[src/rtl/ctsr_pkg.sv]
`default_nettype none

package ctsr_pkg;

  // geometry of the tag store
  localparam int LINES     = 256;
  localparam int LINE_AW   = $clog2(LINES);
  localparam int LINE_CW   = LINE_AW + 1;
  localparam int ADDR_W    = 32;
  localparam int TAG_W     = 32;
  localparam int STAMP_W   = 32;
  localparam int IB_W      = 4;

  // configuration port
  localparam int CFG_IDX_W  = 2;
  localparam int CFG_DATA_W = 5;

  localparam logic [CFG_IDX_W-1:0] CFG_OFFSET_BITS    = 2'd0;
  localparam logic [CFG_IDX_W-1:0] CFG_INDEX_BITS     = 2'd1;
  localparam logic [CFG_IDX_W-1:0] CFG_MAPPING_MODE   = 2'd2;
  localparam logic [CFG_IDX_W-1:0] CFG_REPLACE_POLICY = 2'd3;

  localparam logic [4:0]      RST_OFFSET_BITS = 5'd4;
  localparam logic [IB_W-1:0] RST_INDEX_BITS  = 4'd8;

  localparam logic MODE_DIRECT = 1'b0;
  localparam logic MODE_ASSOC  = 1'b1;
  localparam logic POL_FIFO    = 1'b0;
  localparam logic POL_LRU     = 1'b1;

  // one line presented to the search unit
  typedef struct packed {
    logic               en;
    logic [LINE_AW-1:0] idx;
    logic               vld;
    logic [TAG_W-1:0]   tag;
    logic [STAMP_W-1:0] stamp;
  } ctsr_entry_t;

  // running outcome of an associative search
  typedef struct packed {
    logic               found;
    logic [LINE_AW-1:0] where;
    logic               have_free;
    logic [LINE_AW-1:0] free_idx;
    logic               have_old;
    logic [LINE_AW-1:0] old_idx;
    logic [STAMP_W-1:0] old_stamp;
    logic [TAG_W-1:0]   old_tag;
  } ctsr_srch_t;

endpackage

`default_nettype wire

[src/rtl/ctsr_search.sv]
`default_nettype none

module ctsr_search import ctsr_pkg::*; (
  input  wire logic              clk_i,
  input  wire logic              rst_ni,
  input  wire logic              clr_i,
  input  wire logic [TAG_W-1:0]  block_i,
  input  wire ctsr_entry_t       ent_i,
  output      ctsr_srch_t        res_o
);

  ctsr_srch_t res_d, res_q;

  // fold one line into the running match, free and oldest picks
  always_comb begin
    res_d = res_q;
    if (clr_i) begin
      res_d.found     = 1'b0;
      res_d.have_free = 1'b0;
      res_d.have_old  = 1'b0;
    end else if (ent_i.en) begin
      if (ent_i.vld) begin
        if (!res_q.found && ent_i.tag == block_i) begin
          res_d.found = 1'b1;
          res_d.where = ent_i.idx;
        end
        if (!res_q.have_old || ent_i.stamp < res_q.old_stamp) begin
          res_d.have_old  = 1'b1;
          res_d.old_idx   = ent_i.idx;
          res_d.old_stamp = ent_i.stamp;
          res_d.old_tag   = ent_i.tag;
        end
      end else if (!res_q.have_free) begin
        res_d.have_free = 1'b1;
        res_d.free_idx  = ent_i.idx;
      end
    end
  end

  always_ff @(posedge clk_i or negedge rst_ni) begin
    if (!rst_ni) begin
      res_q.found     <= 1'b0;
      res_q.have_free <= 1'b0;
      res_q.have_old  <= 1'b0;
      res_q.where     <= '0;
      res_q.free_idx  <= '0;
      res_q.old_idx   <= '0;
      res_q.old_stamp <= '0;
      res_q.old_tag   <= '0;
    end else begin
      res_q <= res_d;
    end
  end

  assign res_o = res_q;

endmodule

`default_nettype wire

[config.mk]
export PLATFORM = sky130hd
export DESIGN_NAME = ctsr_search
export DESIGN_NICKNAME = d
export VERILOG_FILES = /design/src/rtl/ctsr_pkg.sv /design/src/rtl/ctsr_search.sv
export SDC_FILE = /design/constraint.sdc
export NUM_CORES = 1
export LEC_CHECK = 0
export ABC_AREA = 1
export BUFFER_PORTS_ARGS = -buffer_cell sky130_fd_sc_hd__buf_2
export CAP_MARGIN = 30
export CORE_UTILIZATION = 49
export DETAILED_ROUTE_END_ITERATION = 8
export HOLD_SLACK_MARGIN = 0.02
export PLACE_DENSITY = 0.92
export SYNTH_ARGS = -nofsm -noshare
export SYNTH_HDL_FRONTEND = slang
export SYNTH_SLANG_ARGS = --single-unit
[constraint.sdc]
create_clock -name clk_i -period 2.1 [get_ports clk_i]
set_input_delay 0.21 -clock clk_i [delete_from_list [all_inputs] [get_ports clk_i]]
set_output_delay 0.21 -clock clk_i [all_outputs]
set_load 0.005 [all_outputs]
==> results.md, run 1 <==
- The run finished, with violations left.
- The checks that failed: setup timing.
- The sequential element share of the synthesized area is 46.8%.
- For the pin with the worst max-slew slack, the measured transition is 0.547 ns.
- The flip-flop count of the largest register, all copies and words added is 91.
- In this run the tightest slew margin relative to its limit is 63.5%.
- The latest clock arrival within the worst-skew pair is 0.35 ns.
- Setup violations remaining at the end of the flow were counted as 14.
- Per report_power, the clock group accounts for 26.1% of the total.
- Across the routed clock network, the largest skew measured is 0.0167 ns.
- The overall track demand over capacity in global routing is 24.7%.
- The final count of pins violating max slew is 0.
- The clock drives 91 sinks.
- From synthesis to final layout, the design area changed by 40.0%.
- The largest driver fanout on the critical path is 9.
- The placement row count is 36.
- The total nets after synthesis is 738.
- Total power for the finished layout comes to 5.22 mW.
- The congestion estimate from routability-driven global placement came to 0.806.
- For this run, design rule violations remaining after detail routing come to 0.
- The average instance in the mapped netlist occupies 8.15 sq um.
- Max-cap violations in this run came to 0.
- The detailed placement HPWL is 9.63 mm.
- The H-tree was split into 3 levels.
- The share of post-route cells with drive strength above 1 is 35.7%.
- The area of the mapped netlist is 4870 sq um.
- The share of total power dissipated in combinational logic is 30.7%.
- After layout, the minimum clock period comes to 2.13 ns.
- The mean routed wirelength per cell is 15.9 um.
- The maximum buffer depth of the clock tree is 2.
- Counting the fill cells in the layout gives 786.
- The clock tree root buffer cell is sky130_fd_sc_hd__clkbuf_8.
- The number of vias per cell is 5.20.
- Of the total power, registers draw 43.2%.
- For this run, the leading register cell type out of synthesis is sky130_fd_sc_hd__dfrtp_1.
- The first global-routing pass estimated 19.8 mm of wire.
- The proportion of netlist area held by the largest area contributor is 46.8%.
- The most common cell in the synthesized netlist is sky130_fd_sc_hd__nand2_1.
- The flip-flop and latch count after synthesis is 91.
- Entering global routing, the biggest net connects 73 pins.
- By area the synthesized netlist is led by sky130_fd_sc_hd__dfrtp_1 47%, sky130_fd_sc_hd__nand2_1 16%, sky130_fd_sc_hd__ha_1 8.0%.
- In this run the standard cell core region covers 9680 sq um.
- The number of nets at the end of the flow is 959.
- The part of the cycle the worst path needs is 102%.
- Of the total power, the share spent switching nets is 32.9%.
- The number of antenna cells inserted is 0.
- Clock-pin slew was measured on the worst setup and hold paths at 0.10 ns.
- The type of the most critical hold path is input port to flop.
- The worst-case IR drop observed on VDD is 0.433 mV.
- The setup slack of the critical path after layout is -0.0335 ns.
- The synthesized netlist cell count is 598.
- The initial antenna violation count is 0.
- The instance count after placement with tap cells included is 916.
- TritonCTS built the clock tree.
- The overflow left after global routing is 0.
- The static leakage is 3.89 nW.
- The width of the chip is 102 um.
- The total length of routed wires is 15.2 mm.
- The number of clock buffers inserted by TritonCTS is 9.
- Counting instances in the post-synthesis netlist gives the leading cell types as 210 x sky130_fd_sc_hd__nand2_1, 91 x sky130_fd_sc_hd__dfrtp_1, 74 x sky130_fd_sc_hd__nand3_1.
- The critical path data required time is 2.35 ns.
- The number of detailed-route iterations in the first pass is 4.
- The number of vias in the routed layout is 4,975.
- 200 I/O pins were placed.
- Excluding fillers, the count of instances in the completed layout stands at 957.
- The internal power component is 3.51 mW.
- The number of distinct standard cells referenced by the synthesized netlist is 28.
- The share of the core filled with cells in the final layout is 70.4%.
- During synthesis, Yosys emitted a total of 0 warnings.
- The critical path class is flop to flop.
- The count of final hold-check violations is 0.
- The worst setup path is launched from a flop.
- The count of buffers inserted at the top-level ports is 199.
- The detail route stage leaves a number of antenna-violating nets equal to 0.
- The first routing iteration left 259 violations.
- In this run, synthesis inferred 0 flip-flops with an integrated enable.
- The floorplan step defined a die boundary enclosing 10,300 sq um.
- The most area-hungry cell type in the Yosys netlist is sky130_fd_sc_hd__dfrtp_1.
- The proportion of synthesized flip-flops having asynchronous set or reset is 100%.
- For this design the ratio of total power to cell area is 766 nW/um^2.
- The initial utilization of the core area, before any placement, comes to 50.3%.
- The worst setup path is captured at a flop.
- The net switching power figure is 1.72 mW.
- The floorplan step set the die height to 102 um.
- Based on the critical path, the design can be clocked at up to 0.469 GHz.
- At the worst endpoint, the arrival time is 2.38 ns.
- The number of global-route vias before repair came to 4,203.
- Setup repair after global routing could not meet its margin everywhere.
==> cells by family after synthesis <==
kind of cell / synth area share, %
mux: 1.85
xor+xnor: 1.62
fa+ha+maj: 7.96
flops: 46.8
compound gates: 5.57
buf+inv: 7.96
simple gates: 28.3
==> routing by layer <==
metal	wire length, um	up-vias	track usage (%)
met2	7470	222	41.5
met3	1100	29	6.00
met4	253	0	7.58
li1	-	2370	-
met1	6380	2354	31.3
met5	0	-	0
==> cell usage in the layout (no fill, tap or decap), types with 6 or more instances in the layout <==
master / count
sky130_fd_sc_hd__a21oi_1: 10
sky130_fd_sc_hd__a21oi_2: 6
sky130_fd_sc_hd__buf_12: 7
sky130_fd_sc_hd__buf_2: 198
sky130_fd_sc_hd__buf_4: 9
sky130_fd_sc_hd__buf_6: 6
sky130_fd_sc_hd__clkbuf_16: 7
sky130_fd_sc_hd__clkbuf_8: 9
sky130_fd_sc_hd__dfrtp_1: 91
sky130_fd_sc_hd__ha_1: 23
sky130_fd_sc_hd__ha_4: 8
sky130_fd_sc_hd__inv_1: 59
sky130_fd_sc_hd__inv_2: 7
sky130_fd_sc_hd__mux2_2: 8
sky130_fd_sc_hd__nand2_1: 206
sky130_fd_sc_hd__nand3_1: 68
sky130_fd_sc_hd__nand3_2: 8
sky130_fd_sc_hd__nor2_1: 23
sky130_fd_sc_hd__o21ai_0: 15
sky130_fd_sc_hd__o22ai_1: 9
sky130_fd_sc_hd__xor2_1: 7
==> through the flow <==
| step | worst slack, ns | hold WS, ns | instance area, sq um | setup TNS (ns) |
|---|---|---|---|---|
| 2_1_floorplan | 0.303 | -0.0856 | 4870 | 0 |
| 3_3_place_gp | 0.0797 | 0.201 | 6010 | 0 |
| 3_5_place_dp | 0.00872 | 0.205 | 6010 | 0 |
| 4_1_cts | -0.0381 | 0.0691 | 6250 | -0.212 |
| 5_1_grt | -0.136 | 0.0638 | 6820 | -6.36 |
| 6_report | -0.0335 | 0.0913 | 6820 | -0.138 |
==> worst max-delay path: stages (launching register included) <==
cell                      delay, ns
sky130_fd_sc_hd__dfrtp_1       0.42
sky130_fd_sc_hd__inv_2         0.08
sky130_fd_sc_hd__ha_4          0.20
sky130_fd_sc_hd__a21oi_2       0.14
sky130_fd_sc_hd__nor2_1        0.06
sky130_fd_sc_hd__nor3_1        0.15
sky130_fd_sc_hd__nand2_1       0.09
sky130_fd_sc_hd__nand2_1       0.06
sky130_fd_sc_hd__nand2_1       0.07
sky130_fd_sc_hd__nand2_1       0.08
sky130_fd_sc_hd__nand2_2       0.09
sky130_fd_sc_hd__nand2_8       0.15
sky130_fd_sc_hd__nand2_4       0.11
sky130_fd_sc_hd__buf_6         0.19
sky130_fd_sc_hd__nand2_1       0.08
sky130_fd_sc_hd__nand2_1       0.06
==> final cells by class <==
type / instances / area, sq um / share of cell area (%)
inverters: 66 / 248 / 3.63
well taps: 133 / 166 / 2.44
clock buffers: 9 / 124 / 1.82
multi-input cells: 422 / 2420 / 35.5
clock inverters: 7 / 105 / 1.54
flip-flops and latches: 91 / 2280 / 33.4
repair buffers: 229 / 1480 / 21.7
==> path summary, 6_finish.rpt <==
kind                                 from         to  slack (ns)  depth (start not counted)
worst max-delay path            res_o[37]  res_o[39]       -0.03                         15
worst min-delay path                clr_i  res_o[72]        0.09                          2
worst max register to register  res_o[37]  res_o[39]       -0.03                         15
worst min register to register  res_o[27]  res_o[27]        0.47                          2
max in group asynchronous          rst_ni   res_o[5]        1.08                          3
min in group asynchronous          rst_ni  res_o[78]        0.37                          2
==> power groups by stage <==
stage	registers, mW	logic [mW]	clock network, mW
floorplan	2.29	0.658	0
global placement	2.27	1.30	0
detailed placement	2.28	1.35	0
CTS	2.25	1.35	1.39
global route	2.29	1.80	1.46
finish	2.26	1.61	1.36
==> repair_timing <==
action / 4_1_cts / 5_1_grt
setup buffers: 0 / 7
hold buffers: 1 / 0
gates resized for setup: 0 / 41
pin swaps: 0 / 7
cloned: 0 / 17
hold endpoints to repair: 36 / 0
endpoints found under the setup margin: 22 / 72
(Power assumes the default switching activity.)
==> inputs of run 2 (changes only) <==
CORE_UTILIZATION = 44   (was 49)
PLACE_DENSITY = 0.88   (was 0.92)
clock period = 1.9 ns   (was 2.1 ns; I/O delays follow)
==> run 2 against run 1 <==
Net effect: setup slack worse by 0.17 ns; flip-flop and latch count unchanged; combinational power grew 35%; total power up 16%; clock skew is 0.0027 ns lower; sequential power grew 10%; the flow still finishes with violations (setup timing); global-route usage is 2.8 points higher; first-iteration DRC count increased by 45%; critical path depth is the same; hold slack lost 0.011 ns; maximum frequency rose by 1.6%.
==> results.md, run 2 (synthesis results as in run 1) <==
- The count of final hold-check violations came to 0.
- The number of clock buffers inserted by TritonCTS is 9.
- The worst hold slack after final layout is 0.0801 ns.
- The standard cell with the maximum stage delay on the critical path is sky130_fd_sc_hd__dfrtp_1.
- Detailed routing inserted a total of 5,167 vias.
- The final reports fail on setup timing.
- The share of post-route cells with drive strength above 1 is 43.1%.
- The transition at the pin with the smallest max-transition slack is 0.672 ns.
- The element type at the critical path start is a flop.
- STA puts the critical path data required time at 2.13 ns.
- The depth of the CTS H-tree is 3.
- The normalized max-slew margin is 55.2%.
- After detailed routing, the number of vias per cell comes to 5.21.
- For the worst-skew pair, the clock arrives at the later sink with an insertion delay of 0.35 ns.
- In this run the remaining antenna-violating nets after routing total 0.
- For this run, the detailed router's first-pass iteration total came to 6.
- Setup repair after global routing could not meet its margin everywhere.
- In this run the worst hold path is classified as input port to flop.
- The clock-pin slew on the worst setup and hold paths is 0.09 ns.
- The maximum buffer depth of the clock tree is 2.
- The vertical die dimension is 107 um.
- The remaining design rule violation count is 0.
- The clock tree root buffer cell is sky130_fd_sc_hd__clkbuf_8.
- The first global-routing pass estimated 24.1 mm of wire.
- The placement-stage cell area is 6260 sq um.
- Entering global routing, the biggest net connects 57 pins.
- The repair_antennas step left the layout with diodes totalling 0.
- Across the routed clock network, the largest skew measured is 0.0141 ns.
- After filler insertion, the fill cell instance count of the layout stands at 869.
- Power spread over the standard cell area amounts to 826 nW/um^2.
- The number of global-route vias before repair is 4,903.
- The number of clock sinks is 91.
- The mean routed wirelength per cell is 16.7 um.
- In the finished design, the share of the clock period the worst path needs comes to 110%.
- The final RePlAce weighted congestion is 0.845.
- The library cells used most frequently in the layout, excluding fill and tap cells, are 198 x sky130_fd_sc_hd__buf_2, 179 x sky130_fd_sc_hd__nand2_1, 91 x sky130_fd_sc_hd__dfrtp_1.
- The critical path is of the flop to flop type.
- The analysis attributes to cell leakage a power of 4.08 nW.
- The maximum vdd drop is 0.514 mV.
- The total length of routed wires is 16.6 mm.
- The detailed router finished its first iteration with 376 violations.
- Traced cell by cell, the critical path runs through inv_2 -> ha_4 -> nand2_4 -> inv_2 -> nand3_2 -> nor3_2 -> nand2_1 -> nand2_2 -> nand2_2 -> nand2_4 -> nand2_8 -> buf_8 -> clkbuf_16 -> nand3_1 -> nand2_1.
- During placement, the flow inserted port buffers numbering 199.
- The initial antenna violation count is 0.
- The overall track demand over capacity in global routing is 27.4%.
- After routing the design area is 7330 sq um.
- The number of nets at the end of the flow is 986.
- The number of ports placed on the die boundary is 200.
- In this run the worst path has a maximum fanout of 7.
- Leaving out fill and tap cells, the most frequent cell in the layout is sky130_fd_sc_hd__buf_2.
- The final critical delay including setup and external delays is 2.10 ns.
- Detailed placement finished with a half-perimeter wire length of 10.5 mm.
- The die outline area is 11,500 sq um.
- For this configuration, the core starts out at a cell density of 45.1%.
- The area growth from synthesis to layout is 50.4%.
- The worst setup path is captured at a flop.
- TritonCTS built the clock tree.
- The floorplan has 38 rows.
- For this run the aggregate overflow at the end of global routing stands at 0.
- The data arrival time of the critical path is 2.33 ns.
- The flow ran to the end, but the final reports show violations.
- The core area is 10,800 sq um.
- On the worst path, the slowest cell contributes a delay of 0.38 ns.
- For this run, the top clock speed supported by timing is 0.476 GHz.
- The max-capacitance violation count is 0.
- Once routing completed, OpenROAD measured the worst setup slack at -0.199 ns.
- The count of final setup violators is 72.
- The die is 107 um wide.
- The final count of pins violating max slew was 0.
- The register with the most flip-flops in the layout has 91 of them.
run 2: cell types whose count changed in the layout (fill, tap and decap cells not counted), sizes merged:
cell / change
buf: +30
inv: -4
bufinv: -1
clkinv: +4
nand2: -1
clkinvlp: -1
run 2: critical path: cells and delay by family, from the launching register on:
family                   cells  cell delay [ns]
adder cells (fa/ha/maj)      1             0.27
buffers and inverters        4             0.43
flip-flops                   1             0.38
AND/OR/NAND/NOR             10             0.87
run 2: metal layers:
metal	vias to the layer above	track usage (%)	part of all wire, %	wire length (um)
met2	275	45.0	49	8070
met5	-	0	0	0
met3	34	5.78	7.8	1290
met4	0	10.2	2.0	331
li1	2430	-	-	-
met1	2428	35.6	41	6860
run 2: final timing paths:
kind / slack [ns] / start / endpoint / cells past startpoint
worst max-delay path: -0.20 / res_o[46] / res_o[29] / 15
worst min-delay path: 0.08 / ent_i[71] / res_o[88] / 3
worst max register to register: -0.20 / res_o[46] / res_o[29] / 15
worst min register to register: 0.47 / res_o[0] / res_o[0] / 2
max in group asynchronous: 0.85 / rst_ni / res_o[50] / 3
min in group asynchronous: 0.41 / rst_ni / res_o[31] / 2
run 2: layout make-up:
cell class / count / area, sq um / area share [%]
Clock buffer: 11 / 151 / 2.07
Timing Repair Buffer: 257 / 1770 / 24.1
Sequential cell: 91 / 2280 / 31.1
Tap cell: 140 / 175 / 2.39
Inverter: 66 / 248 / 3.38
Multi-Input combinational cell: 421 / 2650 / 36.1
Clock inverter: 5 / 61.3 / 0.837
run 2: per-stage QoR:
step                std cells  util [%]  setup TNS [ns]  setup WS (ns)  power (mW)
floorplan                 598         -               0          0.103        3.26
global placement          954      58.0           -1.54        -0.0325        4.13
detailed placement        954      58.0           -3.49        -0.0764        4.20
CTS                       981      63.5           -2.58        -0.0653        5.80
global route              991      67.9          -18.87         -0.295        6.41
finish                    991      67.9          -12.36         -0.199        6.05
run 2: timing repair:
action / in CTS / in global routing
setup endpoints to repair: 72 / 72
resized for setup: 39 / 66
hold endpoints to repair: 47 / 0
hold buffers: 1 / 0
setup buffers: 4 / 4
cloned: 6 / 6
pin swaps: 15 / 27
run 2: power breakdown:
group / internal, mW / total [mW] / switching, mW
clock network: 0.686 / 1.39 / 0.699
registers: 2.27 / 2.49 / 0.220
logic: 1.09 / 2.17 / 1.09
==> inputs of run 3 (changes only) <==
SETUP_SLACK_MARGIN = 0.3   (was unset)
==> run 3 against run 2 <==
Net effect: the run still ends with setup timing left; critical path depth did not move; cell area fell by 8.3%; hold slack got worse by 0.0082 ns; critical path type unchanged; largest cell class unchanged.
==> results.md, run 3 (synthesis results as in run 1) <==
- The routed layout has 4,973 vias.
- The largest driver fanout on the critical path is 15.
- The overflow left after global routing is 0.
- Setup repair after global routing could not meet its margin everywhere.
- The number of nets at the end of the flow is 969.
- In this run the critical register-to-register path is launched from res_o[37].
- The die outline area is 11,500 sq um.
- The layout has 937 filler cells.
- Entering global routing, the biggest net connects 60 pins.
- The maximum vdd drop is 0.533 mV.
- The number of ports placed on the die boundary is 200.
- Global routing used 24.1% of the available tracks across all layers.
- The congestion estimate from routability-driven global placement came to 0.832.
- The standard cell with the maximum stage delay on the critical path is sky130_fd_sc_hd__dfrtp_1.
- The initial antenna violation count is 2.
- Wires add up to 14.6 mm.
- The worst hold path cell count is 2.
- The critical path goes through inv_2 -> ha_4 -> a21oi_2 -> nor2_1 -> nor3_1 -> nand2_1 -> nand2_1 -> nand2_1 -> nand2_1 -> nand2_2 -> nand2_4 -> nand2_8 -> clkbuf_16 -> nand2_1 -> nand2_1.
- The placement row count is 38.
- The setup slack of the critical path after layout is -0.129 ns.
- At the end of the flow the core is filled with cells to 62.2%.
- Clock-pin slew was measured on the worst setup and hold paths at 0.09 ns.
- The number of detailed-route iterations in the first pass is 5.
- In the layout the commonest cells are 198 x sky130_fd_sc_hd__buf_2, 187 x sky130_fd_sc_hd__nand2_1, 91 x sky130_fd_sc_hd__dfrtp_1.
- The worst hold slack after final layout is 0.0719 ns.
- The area added between synthesis and finish is 37.9%.
- The flip-flop count of the largest register, all copies and words added is 91.
- The share of post-route cells with drive strength above 1 is 36.2%.
- The cell area power density is 849 nW/um^2.
- Timing would allow up to 0.493 GHz.
- The first-pass GRT wire length is 21.6 mm.
- The flow ran to the end, but the final reports show violations.
- The critical path class is flop to flop.
- The clock tree root buffer cell is sky130_fd_sc_hd__clkbuf_8.
- The count of final hold-check violations is 0.
- The tree built by TritonCTS fans out to 91 sinks.
- The number of global-route vias before repair is 4,583.
- Counting cells, the worst reg-to-reg path comes to 15.
- In the routed design, unresolved DRC markers number 0.
- Max-cap violations in this run came to 0.
- The antenna violation net count after detailed routing is 0.
- The final critical delay including setup and external delays is 2.03 ns.
- STA puts the critical path data arrival time at 2.27 ns.
- In this design, the critical path's most frequently occurring cell is sky130_fd_sc_hd__nand2_1.
- The TritonCTS clock tree is built.
- Once the floorplan was initialized, standard cells occupied 45.1% of the core.
- The final reports fail on setup timing.
- In this run the vertical extent of the chip is 107 um.
- Setup violations remaining at the end of the flow were counted as 72.
- At the later pin of the worst-skew pair, clock insertion delay measures 0.36 ns.
- The total area of multi-input combinational cells is 2360 sq um.
- The normalized max-slew margin is 35.2%.
- The worst setup path is launched from a flop.
- The final count of pins violating max slew is 0.
- The width of the chip is 107 um.
- On the worst path, the slowest cell contributes a delay of 0.39 ns.
- Of the available clock period, the critical path in the final layout requires 107%.
- The count of buffers added on input and output ports is 199.
- Registers take 2280 sq um.
- The library cell used most frequently in the layout, excluding fill and tap cells, is sky130_fd_sc_hd__buf_2.
- After the first detailed-routing iteration, the DRC count stood at 328.
- The wire-length estimate of the detail-placed layout is 10.6 mm.
- The core area is 10,800 sq um.
- The register-to-register path setup slack is -0.13 ns.
- Clock tree synthesis inserted a total of 9 buffers.
- The worst setup path is captured at a flop.
- The number of vias per cell is 5.10.
- The type of the most critical hold path is input port to flop.
- For the final routed database, the setup TNS stands at -6.61 ns.
- The static leakage is 3.89 nW.
- At the pin with the least slew margin, the transition time is 0.963 ns.
- The startpoint of the most critical hold path is clr_i.
- The pre-CTS setup slack is -0.0939 ns.
- The path with the worst hold slack has its endpoint at res_o[81].
- The endpoint identified for the worst register-to-register timing path is res_o[35].
- The clock passes through at most 2 buffers.
- For the final database, setup skew stands at 0.0128 ns.
- The depth of the CTS H-tree is 3.
- Dividing the detail-routed wire length by the instance count gives 14.9 um.
- The critical path data required time is 2.14 ns.
run 3: cell count changes in the layout (fill, tap and decap cells not counted), moves of 6 or more:
| cell | previous run | this run |
|---|---|---|
| sky130_fd_sc_hd__a21oi_1 | 8 | 15 |
| sky130_fd_sc_hd__a21oi_2 | 8 | 1 |
| sky130_fd_sc_hd__buf_16 | 6 | 0 |
| sky130_fd_sc_hd__buf_4 | 36 | 30 |
| sky130_fd_sc_hd__ha_1 | 21 | 29 |
| sky130_fd_sc_hd__ha_4 | 10 | 2 |
| sky130_fd_sc_hd__nand2_1 | 179 | 187 |
| sky130_fd_sc_hd__nand2_2 | 26 | 19 |
| sky130_fd_sc_hd__nand3_1 | 53 | 73 |
| sky130_fd_sc_hd__nand3_2 | 20 | 3 |
run 3: final cells by class:
class,count,share of cell area (%)
antenna,2,0.0745
clock buffer,11,1.96
clock inverter,5,1.15
inverter,66,3.69
multi-input combinational,421,35.2
sequential,91,33.9
tap,140,2.61
timing repair buffer,240,21.4
run 3: power by group:
part,internal [mW],switching (mW),total [mW],leakage [nW]
registers,2.27,0.216,2.49,1.15
logic,0.874,0.910,1.78,2.64
clock network,0.739,0.688,1.43,0.103
run 3: worst max-delay path by stage:
stage / from / endpoint / slack [ns] / depth (start not counted)
2_1_floorplan: res_o[37] / res_o[32] / 0.10 / 15
6_report: res_o[37] / res_o[35] / -0.13 / 15
3_5_place_dp: res_o[46] / res_o[50] / -0.09 / 14
5_1_grt: res_o[33] / res_o[15] / -0.26 / 17
4_1_cts: res_o[46] / res_o[18] / -0.06 / 15
3_3_place_gp: res_o[37] / res_o[6] / -0.03 / 15
run 3: worst max-delay path, delay by kind of cell, from the launching register on:
| kind | cells | cell delay [ns] |
|---|---|---|
| AOI/OAI and AO/OA | 1 | 0.10 |
| adders and majority gates | 1 | 0.19 |
| buffers and inverters | 2 | 0.27 |
| DFF | 1 | 0.39 |
| and+or+nand+nor | 11 | 0.95 |
run 3: stage by stage:
step | cell area [sq um] | total power, mW | cells
final | 6720 | 5.70 | 976
after global routing | 6710 | 6.07 | 975
after CTS | 6490 | 5.62 | 966
after detailed placement | 6240 | 4.17 | 949
after global placement | 6240 | 4.10 | 949
after floorplan | 4870 | 3.26 | 598
run 3: timing repair:
action | in CTS | in global routing
buffers inserted | 0 | 5
gates cloned | 0 | 3
pin swaps | 1 | 10
resized for setup | 5 | 39
hold endpoints to repair | 91 | 0
endpoints found under the setup margin | 73 | 80
hold buffers | 1 | 0
run 3: layer usage:
layer / wire, um / track usage [%] / part of all wire (%) / vias up
li1: - / - / - / 2384
met1: 6130 / 31.9 / 42 / 2327
met2: 6890 / 38.2 / 47 / 222
met3: 1110 / 5.84 / 7.6 / 40
met4: 416 / 8.90 / 2.9 / 0
met5: 0 / 0 / 0 / -
